### config.mk
export PLATFORM = sky130hd
export DESIGN_NAME = ascii85_encoder_line_wrap
export DESIGN_NICKNAME = d
export VERILOG_FILES = /design/src/hdl/a85_pkg.sv /design/src/hdl/a85_front.sv /design/src/hdl/a85_cmd_fifo.sv /design/src/hdl/a85_conv.sv /design/src/hdl/a85_emit.sv /design/src/hdl/ascii85_encoder_line_wrap.sv
export SDC_FILE = /design/constraint.sdc
export NUM_CORES = 1
export LEC_CHECK = 0
export BUFFER_PORTS_ARGS = -buffer_cell sky130_fd_sc_hd__buf_2
export CAP_MARGIN = 10
export CORE_ASPECT_RATIO = 0.7
export CORE_MARGIN = 10
export CORE_UTILIZATION = 40
export CTS_CLUSTER_SIZE = 24
export DETAILED_ROUTE_END_ITERATION = 10
export SLEW_MARGIN = 15
export SYNTH_ARGS = -nofsm -noshare
export SYNTH_HDL_FRONTEND = slang
export SYNTH_HIERARCHICAL = 1
export SYNTH_SLANG_ARGS = --single-unit
### constraint.sdc
create_clock -name aclk -period 19.1 [get_ports aclk]
set_input_delay 3.82 -clock aclk [delete_from_list [all_inputs] [get_ports aclk]]
set_output_delay 3.82 -clock aclk [all_outputs]
set_load 0.05 [all_outputs]
### src/hdl/a85_pkg.sv
`timescale 1ns / 1ps
// Shared types and constants for the ASCII85 encoder with line wrapping.
// Holds character codes, opcodes, the base-85 reciprocal and the queue types.
// No dependencies.
package a85_pkg;

    // Input opcodes
    localparam logic [1:0] OP_DATA   = 2'd0;
    localparam logic [1:0] OP_FINISH = 2'd1;
    localparam logic [1:0] OP_START  = 2'd2;

    // Configuration register map
    localparam int          APB_AW         = 3;
    localparam logic        REG_LINE_LIMIT = 1'b0;
    localparam logic [7:0]  LIMIT_RESET    = 8'd75;

    // Character codes
    localparam logic [7:0] CH_BANG  = 8'h21;
    localparam logic [7:0] CH_PCT   = 8'h25;
    localparam logic [7:0] CH_GT    = 8'h3E;
    localparam logic [7:0] CH_Z     = 8'h7A;
    localparam logic [7:0] CH_TILDE = 8'h7E;
    localparam logic [7:0] CH_NL    = 8'h0A;
    localparam logic [7:0] COL_MAX  = 8'd255;

    // v / 85 == (v * RECIP_85) >> RECIP_SHIFT for every 32-bit v
    localparam logic [31:0] RECIP_85    = 32'hC0C0C0C1;
    localparam int          RECIP_SHIFT = 38;
    localparam int          QUOT_W      = 64 - RECIP_SHIFT;

    // Command queue between the front and the back
    localparam int QDEPTH = 4;
    localparam int QAW    = 2;

    localparam logic [2:0] NDIG_FULL = 3'd5;
    localparam logic [2:0] DIG_TOP   = 3'd4;

    typedef struct packed {
        logic [31:0] value;  // group, left aligned
        logic [2:0]  ndig;   // digits to emit, zero when there is no group
        logic        zero;   // full all-zero group, emitted as 'z'
        logic        term;   // append the terminator
        logic        start;  // clear the line column, no output
    } a85_cmd_t;

    typedef struct packed {
        logic [4:0][7:0] chars;  // digit characters, most significant in [0]
        logic [2:0]      ndig;
        logic            zero;
        logic            term;
        logic            start;
    } a85_job_t;

endpackage

### src/hdl/a85_front.sv
`timescale 1ns / 1ps
// Front end: accepts input beats, packs data bytes into a 32-bit group and
// issues flush, finish and start commands to the queue. Depends on a85_pkg.
module a85_front (
    input  logic              aclk,
    input  logic              aresetn,
    input  logic              s_valid,
    output logic              s_ready,
    input  logic [1:0]        s_opcode,
    input  logic [7:0]        s_data_byte,
    output logic              cmd_valid,
    input  logic              cmd_ready,
    output a85_pkg::a85_cmd_t cmd
);
    import a85_pkg::*;

    logic [31:0] buf_reg;
    logic [2:0]  cnt_reg;
    logic [31:0] buf_next;
    logic [2:0]  cnt_next;
    logic [31:0] aligned;
    logic        take;

    assign s_ready = cmd_ready;
    assign take    = s_valid && s_ready;

    always_comb begin
        case (cnt_reg)
            3'd1:    aligned = {buf_reg[7:0], 24'd0};
            3'd2:    aligned = {buf_reg[15:0], 16'd0};
            3'd3:    aligned = {buf_reg[23:0], 8'd0};
            default: aligned = buf_reg;
        endcase
    end

    always_comb begin
        buf_next  = buf_reg;
        cnt_next  = cnt_reg;
        cmd_valid = 1'b0;
        cmd.value = buf_reg;
        cmd.ndig  = NDIG_FULL;
        cmd.zero  = (buf_reg == 32'd0) && (cnt_reg == 3'd4);
        cmd.term  = 1'b0;
        cmd.start = 1'b0;
        case (s_opcode)
            OP_DATA: begin
                if (cnt_reg == 3'd4) begin
                    cmd_valid = s_valid;
                    buf_next  = {24'd0, s_data_byte};
                    cnt_next  = 3'd1;
                end else begin
                    buf_next  = {buf_reg[23:0], s_data_byte};
                    cnt_next  = cnt_reg + 3'd1;
                end
            end
            OP_FINISH: begin
                cmd_valid = s_valid;
                cmd.value = aligned;
                cmd.ndig  = (cnt_reg == 3'd0) ? 3'd0 : cnt_reg + 3'd1;
                cmd.term  = 1'b1;
                buf_next  = 32'd0;
                cnt_next  = 3'd0;
            end
            OP_START: begin
                cmd_valid = s_valid;
                cmd.ndig  = 3'd0;
                cmd.zero  = 1'b0;
                cmd.start = 1'b1;
                buf_next  = 32'd0;
                cnt_next  = 3'd0;
            end
            default: begin
                cmd_valid = 1'b0;
            end
        endcase
    end

    always_ff @(posedge aclk) begin
        if (!aresetn) begin
            buf_reg <= 32'd0;
            cnt_reg <= 3'd0;
        end else if (take) begin
            buf_reg <= buf_next;
            cnt_reg <= cnt_next;
        end
    end

endmodule

### src/hdl/a85_cmd_fifo.sv
`timescale 1ns / 1ps
// Short command queue decoupling the front end from the back end.
// Register-based, QDEPTH entries. Depends on a85_pkg.
module a85_cmd_fifo (
    input  logic              aclk,
    input  logic              aresetn,
    input  logic              in_valid,
    output logic              in_ready,
    input  a85_pkg::a85_cmd_t in_cmd,
    output logic              out_valid,
    input  logic              out_ready,
    output a85_pkg::a85_cmd_t out_cmd
);
    import a85_pkg::*;

    a85_cmd_t       mem_reg [QDEPTH];
    logic [QAW-1:0] wr_ptr_reg;
    logic [QAW-1:0] rd_ptr_reg;
    logic [QAW:0]   count_reg;
    logic           push;
    logic           pop;

    assign in_ready  = (count_reg != QDEPTH[QAW:0]);
    assign out_valid = (count_reg != '0);
    assign out_cmd   = mem_reg[rd_ptr_reg];
    assign push      = in_valid && in_ready;
    assign pop       = out_valid && out_ready;

    always_ff @(posedge aclk) begin
        if (push) begin
            mem_reg[wr_ptr_reg] <= in_cmd;
        end
    end

    always_ff @(posedge aclk) begin
        if (!aresetn) begin
            wr_ptr_reg <= '0;
            rd_ptr_reg <= '0;
            count_reg  <= '0;
        end else begin
            if (push) begin
                wr_ptr_reg <= wr_ptr_reg + 1'b1;
            end
            if (pop) begin
                rd_ptr_reg <= rd_ptr_reg + 1'b1;
            end
            if (push && !pop) begin
                count_reg <= count_reg + 1'b1;
            end else if (pop && !push) begin
                count_reg <= count_reg - 1'b1;
            end
        end
    end

endmodule

### src/hdl/a85_conv.sv
`timescale 1ns / 1ps
// Base-85 converter: turns a queued group into five digit characters,
// one digit per cycle through a reciprocal multiplier. Depends on a85_pkg.
module a85_conv (
    input  logic              aclk,
    input  logic              aresetn,
    input  logic              cmd_valid,
    output logic              cmd_ready,
    input  a85_pkg::a85_cmd_t cmd,
    output logic              job_valid,
    input  logic              job_ready,
    output a85_pkg::a85_job_t job
);
    import a85_pkg::*;

    logic              busy_reg;
    logic              valid_reg;
    logic [2:0]        idx_reg;
    logic [31:0]       val_reg;
    logic [63:0]       prod_reg;
    a85_job_t          job_reg;
    logic [QUOT_W-1:0] quot;
    logic [31:0]       quot32;
    logic [31:0]       quot85;
    logic [31:0]       rem;
    logic [31:0]       mul_in;
    logic [63:0]       prod_next;
    logic              take;

    assign cmd_ready = !busy_reg && !valid_reg;
    assign take      = cmd_valid && cmd_ready;
    assign job_valid = valid_reg;
    assign job       = job_reg;

    // Quotient of the value in val_reg, remainder by shift and add
    assign quot      = prod_reg[63:RECIP_SHIFT];
    assign quot32    = {{(32 - QUOT_W){1'b0}}, quot};
    assign quot85    = (quot32 << 6) + (quot32 << 4) + (quot32 << 2) + quot32;
    assign rem       = val_reg - quot85;
    assign mul_in    = busy_reg ? quot32 : cmd.value;
    assign prod_next = {32'd0, mul_in} * {32'd0, RECIP_85};

    always_ff @(posedge aclk) begin
        if (!aresetn) begin
            busy_reg  <= 1'b0;
            valid_reg <= 1'b0;
        end else begin
            if (valid_reg && job_ready) begin
                valid_reg <= 1'b0;
            end
            if (take) begin
                if (cmd.ndig != 3'd0) begin
                    busy_reg <= 1'b1;
                end else begin
                    valid_reg <= 1'b1;
                end
            end else if (busy_reg && (idx_reg == 3'd0)) begin
                busy_reg  <= 1'b0;
                valid_reg <= 1'b1;
            end
        end
    end

    always_ff @(posedge aclk) begin
        prod_reg <= prod_next;
        if (take) begin
            job_reg.ndig  <= cmd.ndig;
            job_reg.zero  <= cmd.zero;
            job_reg.term  <= cmd.term;
            job_reg.start <= cmd.start;
            val_reg       <= cmd.value;
            idx_reg       <= DIG_TOP;
        end else if (busy_reg) begin
            job_reg.chars[idx_reg] <= {1'b0, rem[6:0]} + CH_BANG;
            val_reg                <= quot32;
            idx_reg                <= idx_reg - 3'd1;
        end
    end

endmodule

### src/hdl/a85_emit.sv
`timescale 1ns / 1ps
// Emitter: walks a converted job character by character, inserts line
// breaks, appends the terminator and drives the output register. Uses a85_pkg.
module a85_emit (
    input  logic              aclk,
    input  logic              aresetn,
    input  logic [7:0]        line_limit,
    input  logic              job_valid,
    output logic              job_ready,
    input  a85_pkg::a85_job_t job,
    output logic              m_valid,
    input  logic              m_ready,
    output logic [7:0]        m_out_char,
    output logic              m_last
);
    import a85_pkg::*;

    localparam logic [1:0] PH_IDLE  = 2'd0;
    localparam logic [1:0] PH_GROUP = 2'd1;
    localparam logic [1:0] PH_TERM  = 2'd2;
    localparam logic [1:0] TERM_END = 2'd2;

    logic [1:0] phase_reg;
    a85_job_t   job_reg;
    logic [2:0] pos_reg;
    logic [1:0] tpos_reg;
    logic [7:0] col_reg;
    logic       nl_done_reg;
    logic       m_valid_reg;
    logic [7:0] m_char_reg;
    logic       m_last_reg;

    logic       out_free;
    logic [7:0] grp_char;
    logic       grp_last;
    logic       need_nl;
    logic [7:0] term_char;
    logic [7:0] col_next;
    logic       char_go;

    assign job_ready  = (phase_reg == PH_IDLE);
    assign m_valid    = m_valid_reg;
    assign m_out_char = m_char_reg;
    assign m_last     = m_last_reg;

    assign out_free = !m_valid_reg || m_ready;
    assign grp_char = job_reg.zero ? CH_Z : job_reg.chars[pos_reg];
    assign grp_last = job_reg.zero || (pos_reg == (job_reg.ndig - 3'd1));
    assign need_nl  = !nl_done_reg && (col_reg >= line_limit) && (grp_char != CH_PCT);
    assign col_next = (col_reg == COL_MAX) ? col_reg : col_reg + 8'd1;
    assign char_go  = out_free && ((phase_reg == PH_GROUP) || (phase_reg == PH_TERM));

    always_comb begin
        case (tpos_reg)
            2'd0:    term_char = CH_TILDE;
            2'd1:    term_char = CH_GT;
            default: term_char = CH_NL;
        endcase
    end

    always_ff @(posedge aclk) begin
        if (!aresetn) begin
            phase_reg   <= PH_IDLE;
            m_valid_reg <= 1'b0;
            col_reg     <= 8'd0;
            nl_done_reg <= 1'b0;
        end else begin
            if (char_go) begin
                m_valid_reg <= 1'b1;
            end else if (m_ready) begin
                m_valid_reg <= 1'b0;
            end
            case (phase_reg)
                PH_IDLE: begin
                    if (job_valid) begin
                        job_reg     <= job;
                        pos_reg     <= 3'd0;
                        tpos_reg    <= 2'd0;
                        nl_done_reg <= 1'b0;
                        if (job.start) begin
                            col_reg <= 8'd0;
                        end else if (job.zero || (job.ndig != 3'd0)) begin
                            phase_reg <= PH_GROUP;
                        end else begin
                            phase_reg <= PH_TERM;
                        end
                    end
                end
                PH_GROUP: begin
                    if (out_free) begin
                        if (need_nl) begin
                            m_char_reg  <= CH_NL;
                            m_last_reg  <= 1'b0;
                            col_reg     <= 8'd0;
                            nl_done_reg <= 1'b1;
                        end else begin
                            m_char_reg  <= grp_char;
                            m_last_reg  <= grp_last && !job_reg.term;
                            col_reg     <= col_next;
                            nl_done_reg <= 1'b0;
                            if (grp_last) begin
                                phase_reg <= job_reg.term ? PH_TERM : PH_IDLE;
                            end else begin
                                pos_reg <= pos_reg + 3'd1;
                            end
                        end
                    end
                end
                PH_TERM: begin
                    if (out_free) begin
                        m_char_reg  <= term_char;
                        m_last_reg  <= (tpos_reg == TERM_END);
                        if (tpos_reg == TERM_END) begin
                            phase_reg <= PH_IDLE;
                        end else begin
                            tpos_reg <= tpos_reg + 2'd1;
                        end
                    end
                end
                default: begin
                    phase_reg <= PH_IDLE;
                end
            endcase
        end
    end

endmodule

### src/hdl/ascii85_encoder_line_wrap.sv
`timescale 1ns / 1ps
// Top level of the ASCII85 encoder with line wrapping: front end, command
// queue, base-85 converter and emitter, plus the APB register. Uses a85_pkg.
//
// Usage. Each input beat (s_valid/s_ready) carries an opcode and a byte:
// data, finish or start. Output beats (m_valid/m_ready) carry one character
// each, and m_last marks the final character that an input beat causes.
// A data beat produces characters only when it finds a full group waiting;
// finish flushes any pending group, full or partial, and appends the terminator and a newline;
// start clears the group and the line column and produces nothing.
// The line limit is set through the APB port at address 0 and should be
// written only while the block is idle. pready is always high.
// A group flush waits for the converter to produce its five digits, one per
// cycle, while a bare finish skips the conversion. Input beats are taken one
// per cycle while the four-entry command queue has room. The converter holds
// each group until the emitter accepts it, and neither takes a new group
// before it is through with the last one. A receiver stall holds the output
// beat and halts the emitter and converter; once the queue fills s_ready
// drops. Synchronous reset clears the group, the column, the queue and the
// output, and restores the line limit to 75.
module ascii85_encoder_line_wrap (
    input  logic                       aclk,
    input  logic                       aresetn,
    // Input channel
    input  logic                       s_valid,
    output logic                       s_ready,
    input  logic [1:0]                 s_opcode,
    input  logic [7:0]                 s_data_byte,
    // Output channel
    output logic                       m_valid,
    input  logic                       m_ready,
    output logic [7:0]                 m_out_char,
    output logic                       m_last,
    // Configuration port
    input  logic                       psel,
    input  logic                       penable,
    input  logic                       pwrite,
    input  logic [a85_pkg::APB_AW-1:0] paddr,
    input  logic [31:0]                pwdata,
    output logic [31:0]                prdata,
    output logic                       pready
);
    import a85_pkg::*;

    logic [7:0] line_limit_reg;
    logic       reg_sel;

    logic       fq_valid;
    logic       fq_ready;
    a85_cmd_t   fq_cmd;
    logic       qc_valid;
    logic       qc_ready;
    a85_cmd_t   qc_cmd;
    logic       ce_valid;
    logic       ce_ready;
    a85_job_t   ce_job;

    // Register decode: bit 2 of the address selects the register slot, so
    // the only register sits at byte address 0 and the next slot reads zero.
    assign pready  = 1'b1;
    assign reg_sel = (paddr[2] == REG_LINE_LIMIT);
    assign prdata  = reg_sel ? {24'd0, line_limit_reg} : 32'd0;

    always_ff @(posedge aclk) begin
        if (!aresetn) begin
            line_limit_reg <= LIMIT_RESET;
        end else if (psel && penable && pwrite && pready && reg_sel) begin
            line_limit_reg <= pwdata[7:0];
        end
    end

    // Front end classifies beats and queues the group work.
    a85_front u_front (
        .aclk        (aclk),
        .aresetn     (aresetn),
        .s_valid     (s_valid),
        .s_ready     (s_ready),
        .s_opcode    (s_opcode),
        .s_data_byte (s_data_byte),
        .cmd_valid   (fq_valid),
        .cmd_ready   (fq_ready),
        .cmd         (fq_cmd)
    );

    a85_cmd_fifo u_fifo (
        .aclk      (aclk),
        .aresetn   (aresetn),
        .in_valid  (fq_valid),
        .in_ready  (fq_ready),
        .in_cmd    (fq_cmd),
        .out_valid (qc_valid),
        .out_ready (qc_ready),
        .out_cmd   (qc_cmd)
    );

    // The converter works on the next group while the emitter drains the last.
    a85_conv u_conv (
        .aclk      (aclk),
        .aresetn   (aresetn),
        .cmd_valid (qc_valid),
        .cmd_ready (qc_ready),
        .cmd       (qc_cmd),
        .job_valid (ce_valid),
        .job_ready (ce_ready),
        .job       (ce_job)
    );

    a85_emit u_emit (
        .aclk       (aclk),
        .aresetn    (aresetn),
        .line_limit (line_limit_reg),
        .job_valid  (ce_valid),
        .job_ready  (ce_ready),
        .job        (ce_job),
        .m_valid    (m_valid),
        .m_ready    (m_ready),
        .m_out_char (m_out_char),
        .m_last     (m_last)
    );

endmodule

## Word-level counts from Yosys, hierarchy flattened

Memory sizes are Yosys's and may differ from the RTL's. A register that Yosys moved wholly into a read port is not among the register bits.
Cells that the tools add are included.
Widths: inputs -> output; s select.

| storage, ports and cells | value |
|---|---|
| logic and storage cells | 217 |
| memories | 1 |
| output and inout bits | 44 |
| bits in writable memories | 152 |
| register bits after elaboration | 243 |
| bits of input ports | 52 |

| cells by class | value |
|---|---|
| order comparisons | 4 |
| multiplexer cells | 76 |
| multipliers | 1 |
| $add $sub $neg | 15 |
| bitwise gates (word level) | 2 |
| reductions and logical operators | 56 |
| equality and inequality tests | 26 |

Memories:

| memory | words | bits a word | rd ports | clocked after Yosys merged registers in | write ports | line | text |
|---|---|---|---|---|---|---|---|
| u_fifo.mem_reg | 4 | 38 | 1 | 1 | 1 | a85_cmd_fifo.sv:16 | `a85_cmd_t mem_reg [QDEPTH];` |

Operators by type and width:

| kind | count |
|---|---|
| $mux 32 | 3 |
| $mux 8 | 12 |
| $pmux 32 s3 | 1 |
| $mul 32x32->64 const B | 1 |
| $pmux 32 s2 | 1 |
| $bwmux 40 | 1 |
| $logic_not 32->1 | 1 |
| $pmux 8 s2 | 2 |
| $mux 2 | 14 |
| $bmux 8 s3 | 1 |
| $demux 8 s3 | 1 |
| $mux 3 | 8 |
| $add 7x7->7 | 3 |
| $mux 1 | 21 |
| $pmux 3 s2 | 3 |
| $logic_and 1x1->1 | 17 |
| $reduce_bool 2->1 | 8 |
| $mux 7 | 2 |
| $ne 2x2->1 const B | 7 |
| $pmux 7 s2 | 1 |
| $reduce_and 5->1 | 2 |
| $add 3x1->3 const B | 3 |
| $reduce_bool 3->1 | 3 |
| $sub 3x1->3 const B | 3 |
| 32 further kinds | 61 |

## Longest topological paths before layout

Gate-level depths: netlist (run 1).

| depth | value |
|---|---|
| depth after elaboration | 8 |
| mapped depth | 28 |
| gate-level depth less buffers | 25 |

## Modules after synthesis

The synthesis (run 1) kept the hierarchy.

By module, submodules not included:

| module | seq. area each (um^2) | cells each | instances | area each (um^2) |
|---|---|---|---|---|
| a85_conv | 2212.1 | 1366 | 1 | 13834.5 |
| a85_cmd_fifo | 4744.6 | 246 | 1 | 5977.0 |
| a85_emit | 2011.9 | 300 | 1 | 3562.2 |
| a85_front | 700.7 | 275 | 1 | 2230.9 |
| ascii85_encoder_line_wrap | 160.2 | 70 | 1 | 610.6 |

## Worst setup path after synthesis (run 1)

No wires, ideal clock.

| path | value |
|---|---|
| path kind | in2out |
| start | input port paddr[2] (netlist name) |
| end | output port prdata[0] |
| cell stages on the path | 1 |
| required time | 15.280 ns |
| buffers on the path | 0 |
| arrival | 4.169 ns |
| path slack | 11.111 ns |
| path through | and2b_2 |

| on the way | value |
|---|---|
| word-level cells in the longest chain between the ends | 1 |

RTL lines:

| element | line | text |
|---|---|---|
| start, declared | ascii85_encoder_line_wrap.sv:38 | `input logic [a85_pkg::APB_AW-1:0] paddr,` |
| $mux 8 | ascii85_encoder_line_wrap.sv:62 | `assign prdata = reg_sel ? {24'd0, line_limit_reg} : 32'd0;` |
| end, declared | ascii85_encoder_line_wrap.sv:40 | `output logic [31:0] prdata,` |

No other way between the ends.

==> results of run 1 <==
[metal layers]
| layer | track usage [%] | vias up | share of wire [%] |
|---|---|---|---|
| li1 | - | 7782 | - |
| met5 | 0 | - | 0 |
| met3 | 3.79 | 33 | 7.7 |
| met4 | 1.61 | 0 | 0.69 |
| met2 | 23.2 | 452 | 41 |
| met1 | 24.5 | 8106 | 50 |
[cells in the final DEF, fill, tap and decap left out, drive strengths merged, types with 28 or more instances in the layout]
cell type  Yosys  final
o21ai         61     61
clkbuf        39     36
ha           360    360
buf           52     54
a21oi         64     64
nor2          44     44
mux4          38     38
nand2        133    133
a21boi        39     39
nand3         53     53
edfxtp       264    264
mux2i         53     53
a21o          40     40
inv          402    404
fa           172    172
xnor2         39     39
dfxtp         95     95
mux2          28     28
[cell type report]
| cell class | count | share of cell area (%) |
|---|---|---|
| tap | 880 | 3.92 |
| clock inverter | 19 | 0.463 |
| clock buffer | 36 | 2.83 |
| timing repair buffer | 54 | 1.05 |
| multi-input combinational | 1428 | 51.4 |
| sequential | 359 | 35.0 |
| inverter | 402 | 5.37 |
[cells by family (layout without fill, tap and decap cells)]
group,Yosys count,count (layout)
other cells,2,25
mux,119,119
xor+xnor,58,58
flops,359,359
compound gates,304,304
fa+ha+maj,532,532
buf+inv,493,511
simple gates,390,390
[final timing paths]
| path | start | end | slack (ns) | cells past startpoint |
|---|---|---|---|---|
| setup / recovery | flip-flop | u_conv/prod_reg[57] | 9.76 | 26 |
| hold / removal | u_conv/job[11] | u_emit/job_reg[11] | 0.42 | 0 |
| setup reg to reg | flip-flop | u_conv/prod_reg[57] | 9.76 | 26 |
| hold reg to reg | u_conv/job[11] | u_emit/job_reg[11] | 0.42 | 0 |
[worst max-delay path, cell delays in order (launching register included)]
cell      delay, ns
dfxtp_2        0.31
buf_4          0.58
mux4_2         0.62
mux2i_1        0.63
inv_1          0.31
ha_1           0.36
ha_1           0.27
ha_1           0.39
inv_1          0.08
fa_1           0.59
inv_1          0.08
fa_1           0.50
inv_1          0.05
fa_1           0.47
inv_1          0.05
fa_1           0.47
ha_1           0.34
ha_1           0.40
and3_1         0.27
and4_1         0.21
a32oi_1        0.12
a211oi_1       0.75
nor3_1         0.15
nor2_1         0.48
a31oi_1        0.27
o21ai_1        0.30
xor2_1         0.16
[stage by stage]
stage	area [µm²]	std cells	setup slack, ns	hold WS (ns)	utilization, %
floorplan	26300	2280	11.11	0.400	-
global placement	27200	3123	10.07	0.401	41.9
detailed placement	27200	3123	10.12	0.405	41.9
CTS	28100	3178	10.06	0.421	43.3
global route	28100	3178	9.59	0.422	43.4
finish	28100	3178	9.76	0.419	43.4
==> impl_summary.md, run 1 <==
Global routing
Entering global routing, the biggest net connects 82 pins. The residual overflow from global routing is 0. The via count of the first global-routing pass is 16300. For this run, the total global-route usage over all layers was measured as 16.0%. The initial antenna violation count is 0. The first global-routing pass estimated ~96000 µm of wire.

Die
The core box area is 64800 µm². The die width is 326 µm. The effective utilization at floorplan is between 40% and 50%. The floorplan step defined a die boundary enclosing 76300 µm². The die span in y is 234 µm.

The I/O pin total is between 90 and 100. Row generation in the floorplan step produced between 70 and 80 rows.

Final layout
The total inserted antenna cells is 0. Compared with the post-synthesis result, the final layout area differs by 7.17%. The multi-input combinational cells in the finished layout cover a total of 14400 µm².

In the final layout, flip-flops and latches occupy 9830 µm². The final layout net count is about 2900. The number of flip-flops in the largest register is between 150 and 200.

In the final layout, the share of cells above drive strength 1 is 9.05%. The filler cell count in the final layout is a little over 6000.

Placed design
The port buffer count is 44. The final weighted congestion in routability-driven placement is around 0.95. Summed over all nets, the half-perimeter wirelength after detailed placement is between 40000 and 50000 µm.

CTS
After clock tree synthesis, the clock-pin slew on the worst setup and hold paths is 0.07 ns. CTS built an H-tree with a depth of 1. The number of buffers inserted during clock tree synthesis is 30.

The TritonCTS clock tree is yes. The number of sinks on the clock net is about 360. The count of cells resized by post-cts repair is 0.

In this run the post-CTS setup repair buffer count came out at 0. The clock latency at the later pin of the worst-skew pair is 0.56 ns. The clock passes through at most 3 buffers. The tree is rooted in a clkbuf_16. The number of hold buffers added after CTS was 0.

Detailed routing
The detailed-route wire length per cell is 19.2 µm. The number of DRC violations after detailed routing is 0. The first routing iteration left around 1300 violations. Once detail routing completed, the nets flagged for antenna violations numbered 0. The via total after detailed routing is 16400. The first detailed-routing pass took 7 iterations. The total detailed-routing wirelength is about 61000 µm. In the routed layout, each cell is associated on average with a via count of between 5 and 6.

Synthesis
The number of register bits inferred by synthesis is 359. After synthesis the cells add up to 26200 µm². The number of unique standard cell types used by synthesis is 91. In this run the biggest area consumer among cell types represents 30.2% of the synthesized area. The mean cell area of the mapped netlist is approximately 12 µm².

Summing the areas of all xor and xnor instances in the mapped netlist gives 1.99% of the synthesized area. Sequential cells were found to cover 37.5% of the synthesized design area. The most instantiated flip-flop cell in the synthesis netlist is edfxtp_1. The simple logic cell fraction of the synthesized area is 7.85%. The synthesized netlist devotes a little under a third of its cell area to adder and majority cells. Synthesis handed over a netlist of ~2300 instances. The fraction of the mapped netlist area in compound gates is between 7 and 8%. By count the netlist is led by 402 x inv_1, 360 x ha_1, 264 x edfxtp_1.

For this run, the number of Yosys warnings is 6. The leading area contributor after synthesis is edfxtp_1. The largest family of logic cells by synthesized area is adder cells. The mux contribution to synthesized area is under 10%. In the post-synthesis netlist, the biggest area contributors are edfxtp_1 30%, ha_1 17%, fa_1 13%, dfxtp_1 7.3%, inv_1 5.8%. The async set-reset flop share out of synthesis is 0%. By instance count, the leading cell after synthesis is inv_1. The number of enable-type register cells in the synthesized netlist is 264.

Worst setup path
The critical path startpoint category is a flip-flop. The kind of critical path is flip-flop to flip-flop. Data on the critical path is required at its endpoint by a little under 20 ns. In this run the worst path has a maximum fanout of 38. Data on the critical path arrives at its endpoint at around 10 ns. The endpoint kind of the worst setup timing path is a flip-flop.

Run status
The flow ran to the end, and the final reports show no timing, DRC or antenna violations.

Timing
The number of max-slew violations in the final report was 0. On the final layout, the worst clock skew is 0.00964 ns. The final total negative setup slack is 0 ns.

For the pin with the worst max-slew slack, the measured transition is 1.13 ns. Counting I/O delays and the setup requirement, the final critical path takes 9.34 ns. The final hold violation count came to 0. The share of the clock period used by the worst path is 48.9%. Setup violations remaining at the end of the flow were counted as 0. Measured against its own limit, the worst slew margin works out to 24.5%. Setup repair after global routing left no endpoint under its margin.

The maximum operating frequency is 107 MHz.

Run
The number of maximum-capacitance violations is 0.

Hold path
The worst hold path belongs to the class flip-flop to flip-flop.
Power of run 1 is not shown: default switching activity piles up to over one toggle a cycle in this logic, so the estimate is an artifact.
==> run 2, diff against run 1 <==
--- a/config.mk
+++ b/config.mk
@@ -5,6 +5,7 @@
 export SDC_FILE = /design/constraint.sdc
 export NUM_CORES = 1
 export LEC_CHECK = 0
+export ABC_AREA = 1
 export BUFFER_PORTS_ARGS = -buffer_cell sky130_fd_sc_hd__buf_2
 export CAP_MARGIN = 10
 export CORE_ASPECT_RATIO = 0.7
==> constraint.sdc (replaced) <==
create_clock -name aclk -period 7.6 [get_ports aclk]
set_input_delay 1.52 -clock aclk [delete_from_list [all_inputs] [get_ports aclk]]
set_output_delay 1.52 -clock aclk [all_outputs]
set_load 0.05 [all_outputs]
==> impl_summary.md, run 2 <==
Detailed routing
The number of design-rule violations left by the first detailed-router iteration is 1790. Detailed routing inserted a total of 20200 vias. The detailed router put a total of 35700 µm of wire on met1.

The total length of routed met3 wires is around 9500 µm. The total detailed-routing wirelength is around 73000 µm. The number of DRC violations after detailed routing is 0. In this run the top signal layer used is met4.

The detailed-route wire length per cell is 18.0 µm. Wire segments on met2 add up to 27400 µm in the final route. The iteration count of the initial detailed-routing pass is 5. The detail-routed via count per cell is 4.96. The residual antenna-violating net count after detailed routing is 0.

Final layout
The register with the most flip-flops in the layout has 152 of them. Compared with the post-synthesis result, the final layout area differs by 8.94%. Of the cells placed in the final design, the portion with a size suffix greater than 1 is 7.46%.

In the layout the commonest cells are 595 x inv_1, 474 x nand2_1, 362 x nor2_1. The final layout net count is ~3700. The library cell used most frequently in the layout, excluding fill and tap cells, is inv_1.

Synthesis
The number of register bits inferred by synthesis is 359. The most instantiated library cell after synthesis is inv_1. Sorting the synthesized cells by how often they occur yields 595 x inv_1, 474 x nand2_1, 366 x nor2_1.

The number of enable-type register cells in the synthesized netlist is 264. Synthesis produced 3076 cells. After synthesis, the cell types taking the most area are edfxtp_1 29%, ha_1 16%, fa_1 12%, inv_1 8.1%, dfxtp_1 6.9%. The async set-reset flop share out of synthesis is 0%. Averaged over all synthesized cells, the footprint is 8.98 µm².

The sequential-to-total area share from yosys stat is 35.6%. For this run, the number of Yosys warnings is 6. Summing every instance area after synthesis gives 27600 µm². Of the post-synthesis cell area, the dominant cell type holds around 29%. The most instantiated flip-flop cell in the synthesis netlist is edfxtp_1.

The netlist uses 54 different library cells. The leading area contributor after synthesis is edfxtp_1.

Worst setup path
The most critical setup path has its endpoint at u_conv/prod_reg[61]. The endpoint kind of the worst setup timing path is a flip-flop. The largest fanout on the critical path is between 70 and 80.

The worst setup path is launched from a flip-flop. At the worst endpoint, the arrival time is approximately 7.7 ns. The number of cells on the worst reg-to-reg path is 27. The slack of the worst reg-to-reg path is roughly 0.39 ns. The worst setup path is of the flip-flop to flip-flop kind. STA puts the critical path data required time at ~8.1 ns. The end of the worst register-to-register path is u_conv/prod_reg[61].

Timing
Setup repair after global routing left no endpoint under its margin. The number of max-slew violations in the final report is 0. The share of the clock period used by the worst path is 94.8%. The worst slew margin relative to its limit is 29.3%. The final hold violation count is 0. The final total negative setup slack is 0 ns. Setup violations remaining at the end of the flow were counted as 0. The worst-case clock skew is between 0.03 and 0.04 ns. At the pin with the least slew margin, the transition time is roughly 1.1 ns. The maximum operating frequency is around 140 MHz.

The post-route minimum period is 7.21 ns.

Die
The core box area is 68300 µm². In this run the core area contains 80 standard-cell rows. The effective utilization at floorplan is approximately 40%. Pin placement for this block handled 96 I/O pins. The full die area is 80100 µm². The die is 334 µm wide.

Measured along the y axis, the die boundary spans 240 µm.

CTS
CTS saw 359 sinks. TritonCTS built the clock tree. The register clock-pin slew on the reported worst setup and hold paths is 0.07 ns. The clock latency at the later pin of the worst-skew pair is 0.56 ns. TritonCTS created 36 clock buffers. Counting along the longest clock path gives a buffer depth of 3. CTS placed an instance of clkbuf_16 at the clock tree root. The H-tree generated during clock tree synthesis spans 2 levels.

Global routing
The total track usage is 18.1%. Entering global routing, the biggest net connects 77 pins. The via count of the first global-routing pass is 19100. The initial antenna violation count was 3. The global-route wire length before repair is between 100000 and 150000 µm. Global routing finished with a remaining overflow of 0.

Run status
The run finished with clean final reports.

Placed design
Buffers placed on the I/O ports in this run total between 40 and 50. The final weighted congestion in routability-driven placement is 0.957. After legalization and detailed placement, the total HPWL measured between 50000 and 60000 µm.

Run
The number of maximum-capacitance violations is 0.

Hold path
The path class of the tightest hold or removal check is flip-flop to flip-flop.
[run 2: critical path: stages (launching register included)]
cell	delay, ns
dfxtp_2	0.37
buf_12	0.28
o21ai_0	0.14
o22ai_1	0.16
inv_1	0.08
o21ai_2	0.29
ha_1	0.32
ha_1	0.45
inv_1	0.10
fa_1	0.51
inv_1	0.05
fa_1	0.50
inv_1	0.05
fa_1	0.44
fa_1	0.49
fa_1	0.56
inv_1	0.05
ha_1	0.29
ha_1	0.42
a21o_1	0.23
a21oi_1	0.21
o21ai_0	0.22
a21oi_1	0.28
inv_1	0.13
a21oi_2	0.27
nand2_1	0.08
nand2_1	0.06
nand2_1	0.05
[run 2: per-layer routing]
layer	vias to the layer above	track usage (%)
met4	0	2.39
met3	55	7.27
met5	-	0
li1	9983	-
met2	739	23.8
met1	9472	27.6
[run 2: stage by stage]
step / hold slack, ns / utilization (%) / setup slack [ns] / area [µm²] / std cells
2_1_floorplan: 0.400 / - / 1.39 / 27700 / 3099
3_3_place_gp: 0.401 / 42.4 / 0.316 / 28900 / 4012
3_5_place_dp: 0.405 / 42.4 / 0.298 / 28900 / 4012
4_1_cts: 0.417 / 44.0 / 0.252 / 30100 / 4078
5_1_grt: 0.422 / 44.1 / 0.00524 / 30100 / 4078
6_report: 0.414 / 44.1 / 0.393 / 30100 / 4079
[run 2: final cells by class]
cell class              instances  area, µm²
clock inverters                16        156
well taps                     902       1130
repair buffers                 98        654
diodes                          1       2.50
clock buffers                  50        995
flip-flops and latches        359       9830
multi-input cells            2037      15000
fillers                      6792      38200
inverters                     616       2320
[run 2: kinds of logic (layout without fill, tap and decap cells)]
logic type      after synthesis  count (layout)  share of synthesized area [%]
buf+inv                     703             780                           10.6
flops                       359             359                           35.6
compound gates              407             407                           8.05
fa+ha+maj                   532             532                           28.8
xor+xnor                     41              41                           1.30
simple gates               1032            1032                           15.6
other cells                   2              26                         0.0272
[run 2: worst min path at each step]
stage | from | endpoint | slack (ns) | cells past startpoint
after floorplan | u_conv/job[10] | u_emit/job_reg[10] | 0.40 | 0
after global placement | u_conv/job[42] | u_emit/job_reg[42] | 0.40 | 0
after detailed placement | u_conv/job[15] | u_emit/job_reg[15] | 0.40 | 0
after CTS | u_conv/job[16] | u_emit/job_reg[16] | 0.42 | 0
after global routing | u_conv/job[32] | u_emit/job_reg[32] | 0.42 | 0
final | u_conv/job[16] | u_emit/job_reg[16] | 0.41 | 0
[run 2: what timing repair did]
item / in CTS / in global routing
gates resized for setup: 0 / 5
hold buffers: 0 / 0
setup endpoints to repair: 0 / 17
setup buffers: 0 / 0
Power of run 2 is left out for the same reason.
